### src/design/readers_writer_lock_arbiter_core_macros.svh
// Assertion helpers for the lock arbiter RTL.
`ifndef READERS_WRITER_LOCK_ARBITER_CORE_MACROS_SVH
`define READERS_WRITER_LOCK_ARBITER_CORE_MACROS_SVH

// Same-cycle implication, disabled during reset.
`define RWL_ASSERT_NOW(label, clk, rst, ante, cons, msg) \
  label: assert property (@(posedge clk) disable iff (rst) (ante) |-> (cons)) \
    else $error(msg);

// Next-cycle implication, disabled during reset.
`define RWL_ASSERT_NEXT(label, clk, rst, ante, cons, msg) \
  label: assert property (@(posedge clk) disable iff (rst) (ante) |=> (cons)) \
    else $error(msg);

`endif

### src/design/rwl_pkg.sv
package rwl_pkg;

  localparam int NUM_REQUESTERS = 64;
  localparam int QUEUE_DEPTH    = 16;

  localparam int OP_W  = 2;
  localparam int ID_W  = 6;
  localparam int EV_W  = 3;
  localparam int CNT_W = 7;

  localparam int QPTR_W = (QUEUE_DEPTH > 1) ? $clog2(QUEUE_DEPTH) : 1;
  localparam int QCNT_W = $clog2(QUEUE_DEPTH + 1);
  localparam int QSUM_W = QPTR_W + 1;

  localparam int READER_LIMIT = (NUM_REQUESTERS < 127) ? NUM_REQUESTERS : 127;

  localparam int S_DATA_W     = 8;
  localparam int OUT_FIELDS_W = EV_W + ID_W + CNT_W + 1;
  localparam int M_DATA_W     = ((OUT_FIELDS_W + 7) / 8) * 8;

  typedef enum logic [OP_W-1:0] {
    OP_ENTER_READ  = 2'd0,
    OP_ENTER_WRITE = 2'd1,
    OP_EXIT_READ   = 2'd2,
    OP_EXIT_WRITE  = 2'd3
  } op_t;

  typedef enum logic [EV_W-1:0] {
    EV_GRANTED      = 3'd0,
    EV_QUEUED       = 3'd1,
    EV_WRITER_WOKEN = 3'd2,
    EV_READER_WOKEN = 3'd3,
    EV_RELEASED     = 3'd4,
    EV_FULL         = 3'd5,
    EV_NO_HOLDER    = 3'd6
  } event_t;

  typedef enum logic [1:0] {
    ST_IDLE,
    ST_EXEC,
    ST_DRAIN
  } state_t;

  typedef enum logic [1:0] {
    CNT_HOLD,
    CNT_INC,
    CNT_DEC
  } cnt_op_t;

  typedef struct packed {
    logic empty;
    logic full;
    logic single;
  } fifo_stat_t;

  typedef struct packed {
    logic zero;
    logic at_limit;
    logic dec_zero;
  } cnt_stat_t;

endpackage

### src/design/rwl_fifo.sv
module rwl_fifo (
  input  logic                     clk,
  input  logic                     rst,
  input  logic                     push,
  input  logic                     pop,
  input  logic [rwl_pkg::ID_W-1:0] wr_data,
  output logic [rwl_pkg::ID_W-1:0] rd_data,
  output rwl_pkg::fifo_stat_t      stat
);

  logic [rwl_pkg::ID_W-1:0]   mem [rwl_pkg::QUEUE_DEPTH];
  logic [rwl_pkg::QPTR_W-1:0] head;
  logic [rwl_pkg::QPTR_W-1:0] head_next;
  logic [rwl_pkg::QCNT_W-1:0] count;
  logic [rwl_pkg::QSUM_W-1:0] slot_sum;
  logic [rwl_pkg::QPTR_W-1:0] wr_slot;

  assign slot_sum = rwl_pkg::QSUM_W'(head) + rwl_pkg::QSUM_W'(count);
  assign wr_slot  = (slot_sum >= rwl_pkg::QSUM_W'(rwl_pkg::QUEUE_DEPTH)) ?
                    rwl_pkg::QPTR_W'(slot_sum - rwl_pkg::QSUM_W'(rwl_pkg::QUEUE_DEPTH)) :
                    rwl_pkg::QPTR_W'(slot_sum);

  always_comb begin
    head_next = head;
    if (pop) begin
      if (head == rwl_pkg::QPTR_W'(rwl_pkg::QUEUE_DEPTH - 1)) begin
        head_next = '0;
      end else begin
        head_next = head + 1'b1;
      end
    end
  end

  assign stat.empty  = (count == '0);
  assign stat.full   = (count == rwl_pkg::QCNT_W'(rwl_pkg::QUEUE_DEPTH));
  assign stat.single = (count == rwl_pkg::QCNT_W'(1));

  always_ff @(posedge clk) begin
    if (rst) begin
      head  <= '0;
      count <= '0;
    end else begin
      head <= head_next;
      if (push) begin
        count <= count + 1'b1;
      end else if (pop) begin
        count <= count - 1'b1;
      end
    end
  end

  // rd_data always shows the entry at the head; bypass a write into the head slot
  always_ff @(posedge clk) begin
    if (push) begin
      mem[wr_slot] <= wr_data;
    end
    if (push && (wr_slot == head_next)) begin
      rd_data <= wr_data;
    end else begin
      rd_data <= mem[head_next];
    end
  end

endmodule

### src/design/rwl_count_unit.sv
module rwl_count_unit (
  input  logic                      clk,
  input  logic                      rst,
  input  rwl_pkg::cnt_op_t          mode,
  output logic [rwl_pkg::CNT_W-1:0] count_next,
  output rwl_pkg::cnt_stat_t        stat
);

  logic [rwl_pkg::CNT_W-1:0] count;

  assign stat.zero     = (count == '0);
  assign stat.at_limit = (count >= rwl_pkg::CNT_W'(rwl_pkg::READER_LIMIT));
  assign stat.dec_zero = (count == rwl_pkg::CNT_W'(1));

  // saturating increment, decrement that stops at zero
  always_comb begin
    count_next = count;
    case (mode)
      rwl_pkg::CNT_INC: begin
        if (!stat.at_limit) begin
          count_next = count + 1'b1;
        end
      end
      rwl_pkg::CNT_DEC: begin
        if (!stat.zero) begin
          count_next = count - 1'b1;
        end
      end
      default: begin
        count_next = count;
      end
    endcase
  end

  always_ff @(posedge clk) begin
    if (rst) begin
      count <= '0;
    end else begin
      count <= count_next;
    end
  end

endmodule

### src/design/readers_writer_lock_arbiter_core.sv
// Readers-writer lock arbiter, writer preference. A request is taken when s_tready is high
// and enters execution in the next cycle. Once the output register is free, a short request
// registers its single result and the block returns to idle. An exit write that hands
// the lock to N waiting readers gives no result of its own: the readers leave the reader
// queue memory one per cycle while the output register is free, through the one shared
// count unit, each giving its own result. The output register lets a new request be taken
// while the last result still waits for m_tready.
`include "readers_writer_lock_arbiter_core_macros.svh"

module readers_writer_lock_arbiter_core (
  input  logic                         clk,
  input  logic                         rst,
  input  logic                         s_tvalid,
  output logic                         s_tready,
  // [1:0] operation, [7:2] requester_id
  input  logic [rwl_pkg::S_DATA_W-1:0] s_tdata,
  output logic                         m_tvalid,
  input  logic                         m_tready,
  // [2:0] event_res, [8:3] granted_id, [15:9] readers_active, [16] writer_active, rest zero
  output logic [rwl_pkg::M_DATA_W-1:0] m_tdata,
  output logic                         m_tlast
);

  rwl_pkg::state_t state, state_next;
  rwl_pkg::op_t    op_r;
  logic [rwl_pkg::ID_W-1:0] id_r;
  logic writer;
  logic writer_next;

  logic out_free;
  logic load;
  logic last_n;
  rwl_pkg::event_t ev;
  logic [rwl_pkg::ID_W-1:0] gid;

  logic rq_push, rq_pop, wq_push, wq_pop;
  logic [rwl_pkg::ID_W-1:0] rq_data, wq_data;
  rwl_pkg::fifo_stat_t rq_stat, wq_stat;

  rwl_pkg::cnt_op_t cnt_mode;
  logic [rwl_pkg::CNT_W-1:0] cnt_next;
  rwl_pkg::cnt_stat_t cnt_stat;

  rwl_fifo u_rq (
    .clk     (clk),
    .rst     (rst),
    .push    (rq_push),
    .pop     (rq_pop),
    .wr_data (id_r),
    .rd_data (rq_data),
    .stat    (rq_stat)
  );

  rwl_fifo u_wq (
    .clk     (clk),
    .rst     (rst),
    .push    (wq_push),
    .pop     (wq_pop),
    .wr_data (id_r),
    .rd_data (wq_data),
    .stat    (wq_stat)
  );

  rwl_count_unit u_cnt (
    .clk        (clk),
    .rst        (rst),
    .mode       (cnt_mode),
    .count_next (cnt_next),
    .stat       (cnt_stat)
  );

  assign s_tready = (state == rwl_pkg::ST_IDLE);
  assign out_free = !m_tvalid || m_tready;

  always_comb begin
    state_next = state;
    case (state)
      rwl_pkg::ST_IDLE: begin
        if (s_tvalid) begin
          state_next = rwl_pkg::ST_EXEC;
        end
      end
      rwl_pkg::ST_EXEC: begin
        if (out_free) begin
          if (op_r == rwl_pkg::OP_EXIT_WRITE && writer && !rq_stat.empty) begin
            state_next = rwl_pkg::ST_DRAIN;
          end else begin
            state_next = rwl_pkg::ST_IDLE;
          end
        end
      end
      rwl_pkg::ST_DRAIN: begin
        if (out_free && rq_stat.single) begin
          state_next = rwl_pkg::ST_IDLE;
        end
      end
      default: begin
        state_next = rwl_pkg::ST_IDLE;
      end
    endcase
  end

  always_comb begin
    rq_push     = 1'b0;
    rq_pop      = 1'b0;
    wq_push     = 1'b0;
    wq_pop      = 1'b0;
    cnt_mode    = rwl_pkg::CNT_HOLD;
    writer_next = writer;
    load        = 1'b0;
    ev          = rwl_pkg::EV_RELEASED;
    gid         = id_r;
    last_n      = 1'b1;
    case (state)
      rwl_pkg::ST_EXEC: begin
        if (out_free) begin
          load = 1'b1;
          case (op_r)
            rwl_pkg::OP_ENTER_READ: begin
              if (!wq_stat.empty || writer) begin
                if (rq_stat.full) begin
                  ev = rwl_pkg::EV_FULL;
                end else begin
                  rq_push = 1'b1;
                  ev      = rwl_pkg::EV_QUEUED;
                end
              end else if (cnt_stat.at_limit) begin
                ev = rwl_pkg::EV_FULL;
              end else begin
                cnt_mode = rwl_pkg::CNT_INC;
                ev       = rwl_pkg::EV_GRANTED;
              end
            end
            rwl_pkg::OP_ENTER_WRITE: begin
              if (!cnt_stat.zero || writer) begin
                if (wq_stat.full) begin
                  ev = rwl_pkg::EV_FULL;
                end else begin
                  wq_push = 1'b1;
                  ev      = rwl_pkg::EV_QUEUED;
                end
              end else begin
                writer_next = 1'b1;
                ev          = rwl_pkg::EV_GRANTED;
              end
            end
            rwl_pkg::OP_EXIT_READ: begin
              if (cnt_stat.zero) begin
                ev = rwl_pkg::EV_NO_HOLDER;
              end else begin
                cnt_mode = rwl_pkg::CNT_DEC;
                if (cnt_stat.dec_zero && !wq_stat.empty) begin
                  wq_pop      = 1'b1;
                  writer_next = 1'b1;
                  ev          = rwl_pkg::EV_WRITER_WOKEN;
                  gid         = wq_data;
                end
              end
            end
            rwl_pkg::OP_EXIT_WRITE: begin
              if (!writer) begin
                ev = rwl_pkg::EV_NO_HOLDER;
              end else if (rq_stat.empty && !wq_stat.empty) begin
                wq_pop = 1'b1;
                ev     = rwl_pkg::EV_WRITER_WOKEN;
                gid    = wq_data;
              end else begin
                writer_next = 1'b0;
                // waiting readers are released one per cycle in the drain state while the output register is free
                if (!rq_stat.empty) begin
                  load = 1'b0;
                end
              end
            end
            default: begin
              ev = rwl_pkg::EV_NO_HOLDER;
            end
          endcase
        end
      end
      rwl_pkg::ST_DRAIN: begin
        if (out_free) begin
          load     = 1'b1;
          rq_pop   = 1'b1;
          cnt_mode = rwl_pkg::CNT_INC;
          ev       = rwl_pkg::EV_READER_WOKEN;
          gid      = rq_data;
          last_n   = rq_stat.single;
        end
      end
      default: begin
        load = 1'b0;
      end
    endcase
  end

  always_ff @(posedge clk) begin
    if (rst) begin
      state    <= rwl_pkg::ST_IDLE;
      writer   <= 1'b0;
      m_tvalid <= 1'b0;
    end else begin
      state  <= state_next;
      writer <= writer_next;
      if (load) begin
        m_tvalid <= 1'b1;
      end else if (m_tready) begin
        m_tvalid <= 1'b0;
      end
    end
  end

  always_ff @(posedge clk) begin
    if (s_tvalid && s_tready) begin
      op_r <= rwl_pkg::op_t'(s_tdata[rwl_pkg::OP_W-1:0]);
      id_r <= s_tdata[rwl_pkg::OP_W +: rwl_pkg::ID_W];
    end
    if (load) begin
      m_tdata <= {(rwl_pkg::M_DATA_W - rwl_pkg::OUT_FIELDS_W)'(0),
                  writer_next, cnt_next, gid, ev};
      m_tlast <= last_n;
    end
  end

  `RWL_ASSERT_NOW(a_excl_hold, clk, rst, writer, cnt_stat.zero, "writer holds with readers active")
  `RWL_ASSERT_NOW(a_drain_no_writer, clk, rst, state == rwl_pkg::ST_DRAIN, !writer, "drain with writer")
  `RWL_ASSERT_NOW(a_drain_nonempty, clk, rst, state == rwl_pkg::ST_DRAIN, !rq_stat.empty, "drain on empty queue")
  `RWL_ASSERT_NEXT(a_last_idle, clk, rst, load && last_n, state == rwl_pkg::ST_IDLE, "no idle after last")

endmodule

### config.mk
export PLATFORM = sky130hd
export DESIGN_NAME = readers_writer_lock_arbiter_core
export DESIGN_NICKNAME = d
export VERILOG_FILES = /design/src/design/rwl_pkg.sv /design/src/design/rwl_fifo.sv /design/src/design/rwl_count_unit.sv /design/src/design/readers_writer_lock_arbiter_core.sv
export VERILOG_INCLUDE_DIRS = /design/src /design/src/design
export SDC_FILE = /design/constraint.sdc
export NUM_CORES = 1
export LEC_CHECK = 0
export BUFFER_PORTS_ARGS = -buffer_cell sky130_fd_sc_hd__buf_2
export CORE_UTILIZATION = 67
export DETAILED_ROUTE_END_ITERATION = 7
export GPL_ROUTABILITY_DRIVEN = 0
export HOLD_SLACK_MARGIN = 0.05
export PLACE_DENSITY = 0.95
export SETUP_SLACK_MARGIN = 0.15
export SLEW_MARGIN = 15
export SYNTH_ARGS = -nofsm -noshare
export SYNTH_HDL_FRONTEND = slang
export SYNTH_SLANG_ARGS = --single-unit
### constraint.sdc
create_clock -name clk -period 7.4 [get_ports clk]
set_input_delay 1.85 -clock clk [delete_from_list [all_inputs] [get_ports clk]]
set_output_delay 1.85 -clock clk [all_outputs]
set_load 0.05 [all_outputs]
==> summary.md <==
| Metric | Value |
|---|---|
| Worst-Margin Slew | `1.31 ns` |
| Largest net degree at the start of global routing | `34` |
| Cts hold-fix bufs | `0` |
| Crit path max fanout | `6` |
| Drt first-iter violations | `1168` |
| Die width | `131 um` |
| P per Cell Area | `between 200 and 250 nW/um^2` |
| IO Pins | `39` |
| Yosys cell types | `69` |
| Hold-critical path depth | `2` |
| Remaining DRCs | `0` |
| Row cnt | `46` |
| Post-DP HPWL | `15.6 mm` |
| Max Root-Sink Buffers | `3` |
| Vias | `between 7000 and 8000` |
| Die area | `17100 sq um` |
| EDFF count, synth | `218` |
| Max cap viols | `0` |
| Post-DR vias/cell | `roughly 7` |
| Vias in the first global route | `6894` |
| Outcome | `finished, final reports clean` |
| Post-Route WL | `about 27 mm` |
| Postcts setup bufs | `0` |
| Chip Height | `between 100 and 150 um` |
| GRT Resource Usage Total | `31.9%` |
| Global-route wire length before repair | `39.6 mm` |
| Initial Utilization | `a little over two thirds` |
| Min Tclk post-route | `4.04 ns` |
| DP Worst Slack | `2.91 ns` |
| Mapped Cells | `730` |
| Area growth syn-to-layout | `11.1%` |
| Top FF cell, synth | `edfxtp_1` |
| DP Cell Count | `between 900 and 1000` |
| FF-to-FF path depth | `10` |
| Post-Syn Area per Cell | `15.3 sq um` |
| Max stage delay on crit path | `0.72 ns` |
| TritonCTS clock tree | `built` |
| Register area share after synthesis | `65.4%` |
| Startpoint types | `primary input` |
| NumNets Final | `804` |
| Post-synth ARST share | `0%` |
| Max Slew Vio Count | `0` |
| WHS Endpoint | `state[1]` |
| Crit-path cells | `buf_2 -> nor2b_1 -> or3_4 -> nor3_1 -> nand3b_1 -> nor2_1` |
| Core box area | `~16000 sq um` |
| Post-synthesis instance area | `11100 sq um` |
| Reg clk slew, reported paths | `0.06 ns` |
| R2r startpoint | `u_cnt.count[0]` |
| Worst path slowest cell | `nor3_1` |
| R2r endpoint | `u_wq.count[4]` |
| Headroom to the max-slew limit | `approximately an eighth` |
| Gr ovfl total | `0` |
| RSZ-0062 raised after global routing | `no` |
| Total CTS buffers | `25` |
| Min-delay src | `state[1]` |
| Worst R2R Setup Slack | `3.77 ns` |
| Crit path DAT | `4.19 ns` |
| Diode count | `0` |
| FMAX | `248 MHz` |
| Layout cells sized above 1 | `18.5%` |
| Setup_tns | `0 ns` |
| Peak VDD IR | `around 190 uV` |
| H-tree depth | `1` |
| Final Cycle Share | `54.6%` |
| Clk_lat worst skew | `between 0.5 and 0.6 ns` |
| Pre-antenna DRT Iters | `6` |
| Number of setup violations in the final report | `0` |
| Yosys reg bits | `255` |
| CTS sink cnt | `255` |
| Antenna Violating Nets Remaining | `0` |
| Hold Fails Final Rpt | `0` |
| Final Skew | `0.0296 ns` |
| Cell Count, Final, Fillers Out | `999` |
| PortBufs | `31` |
| Static leakage | `4.19 nW` |
| Worst Setup Path Type | `primary input to flip-flop` |
| Worst EP required | `7.55 ns` |
| Initial antenna violation count | `0` |
| Synthesis Warnings | `0` |
| Crit end category | `flip-flop` |
| CTS resizes | `0` |
| Hold Crit Class | `flip-flop to flip-flop` |
| Routed WL per cell | `roughly 27 um` |
| CTS root buffer | `clkbuf_16` |
| Setup ws final | `3.36 ns` |
==> cells in the final DEF, fill, tap and decap left out, drive strengths merged, types with 7 or more instances in the layout <==
cell,Yosys,layout
conb,1,7
dfxtp,37,37
mux2,7,7
clkinv,0,11
xnor2,9,9
clkbuf,17,28
buf,22,41
nor2,44,44
o22ai,8,8
ha,24,24
a21oi,22,22
mux4,48,48
o21ai,17,17
nand3,19,19
nor2b,10,10
and2,14,14
nor4,9,9
edfxtp,218,218
mux2i,16,16
a22oi,12,12
inv,23,24
nand2,42,42
a211o,7,7
nor3,13,13
and3,9,9
==> Yosys cell counts (3+ instances only) <==
| library cell | instances | area (sq um) |
|---|---|---|
| o21a_1 | 3 | 22.5 |
| nand3_1 | 18 | 90.1 |
| fa_1 | 3 | 60.1 |
| or4_1 | 4 | 30.0 |
| o22ai_1 | 8 | 50.1 |
| o21ai_1 | 3 | 15.0 |
| o21ai_0 | 14 | 70.1 |
| nor2b_1 | 10 | 62.6 |
| buf_6 | 3 | 33.8 |
| edfxtp_1 | 218 | 6550 |
| nand4_1 | 5 | 31.3 |
| or3_1 | 5 | 31.3 |
| dfxtp_1 | 37 | 741 |
| nand3b_1 | 5 | 37.5 |
| xnor2_1 | 9 | 78.8 |
| clkbuf_1 | 17 | 63.8 |
| xor2_1 | 5 | 43.8 |
| buf_4 | 7 | 52.6 |
| mux4_2 | 48 | 1080 |
| o2111ai_1 | 4 | 35.0 |
| buf_2 | 8 | 40.0 |
| nor4_1 | 9 | 56.3 |
| mux2_1 | 3 | 33.8 |
| nand2b_1 | 5 | 31.3 |
| and2_1 | 14 | 87.6 |
| nand2_1 | 42 | 158 |
| and3_1 | 9 | 56.3 |
| buf_1 | 4 | 15.0 |
| ha_1 | 24 | 300 |
| nor2_1 | 44 | 165 |
| a211o_1 | 7 | 61.3 |
| nor3_1 | 12 | 60.1 |
| a21oi_1 | 22 | 110 |
| inv_1 | 22 | 82.6 |
| a31oi_1 | 3 | 18.8 |
| a211oi_1 | 5 | 37.5 |
| mux2i_1 | 16 | 160 |
| a22oi_1 | 12 | 90.1 |
| a21o_1 | 5 | 37.5 |
==> how the worst max path moves through the flow <==
| stage | startpoint | cells past startpoint | to | slack, ns |
|---|---|---|---|---|
| 2_1_floorplan | m_tready | 9 | u_wq.count[4] | 3.40 |
| 6_report | m_tready | 6 | u_rq.mem[13][2] | 3.36 |
| 4_1_cts | m_tready | 5 | u_rq.mem[4][0] | 3.46 |
| 3_3_place_gp | m_tready | 5 | u_rq.mem[4][0] | 3.20 |
| 3_5_place_dp | m_tready | 5 | u_rq.mem[4][0] | 2.91 |
| 5_1_grt | m_tready | 6 | u_rq.mem[7][4] | 3.27 |
==> worst max-delay path: cells and delay by family <==
family	cells	cell delay, ns
AND/OR/NAND/NOR	5	2.23
buffers and inverters	1	0.09
==> routing by layer <==
layer | vias to the layer above | part of all wire, % | track usage [%]
li1 | 2900 | - | -
met1 | 3489 | 36 | 42.8
met2 | 669 | 48 | 52.5
met3 | 120 | 12 | 6.80
met4 | 0 | 3.8 | 10.7
met5 | - | 0 | 0
==> logic make-up after synthesis <==
| logic type | synth area share, % |
|---|---|
| simple gates | 9.40 |
| compound gates | 6.30 |
| xor+xnor | 1.10 |
| other cells | 0.0337 |
| flops | 65.4 |
| fa+ha+maj | 3.23 |
| mux | 11.9 |
| buf+inv | 2.62 |
==> layout make-up <==
type	count	area, sq um
clock buffers	28	637
clock inverters	17	186
fillers	811	3680
inverters	23	86.3
multi-input cells	419	3610
flip-flops and latches	255	7290
well taps	216	270
repair buffers	41	302
==> metrics by stage <==
step / utilization (%) / cell area [sq um] / hold slack [ns] / total power [mW]
6_report: 77.1 / 12400 / 0.508 / 3.00
3_3_place_gp: 71.1 / 11400 / 0.457 / 1.71
4_1_cts: 76.3 / 12200 / 0.502 / 2.97
5_1_grt: 77.1 / 12400 / 0.528 / 3.06
2_1_floorplan: - / 11200 / 0.449 / 1.68
3_5_place_dp: 71.1 / 11400 / 0.494 / 1.71
==> sequential cells by signal, indices dropped and copies added (netlist names), 4 cells and up, named ones only <==
| signal | count |
|---|---|
| id_r | 6 |
| u_rq.head | 4 |
| u_rq.mem | 96 |
| u_rq.count | 5 |
| u_wq.count | 5 |
| m_tdata | 17 |
| u_cnt.count | 7 |
| u_wq.mem | 96 |
| u_wq.head | 4 |
==> power breakdown <==
part           internal (mW)  total, mW  leakage (nW)  switching [mW]
clock                  0.758       1.30         0.400           0.544
sequential              1.57       1.59          2.27          0.0215
combinational         0.0284      0.101          1.52          0.0722
total                   2.36       3.00          4.19           0.638
(Power assumes the default switching activity.)
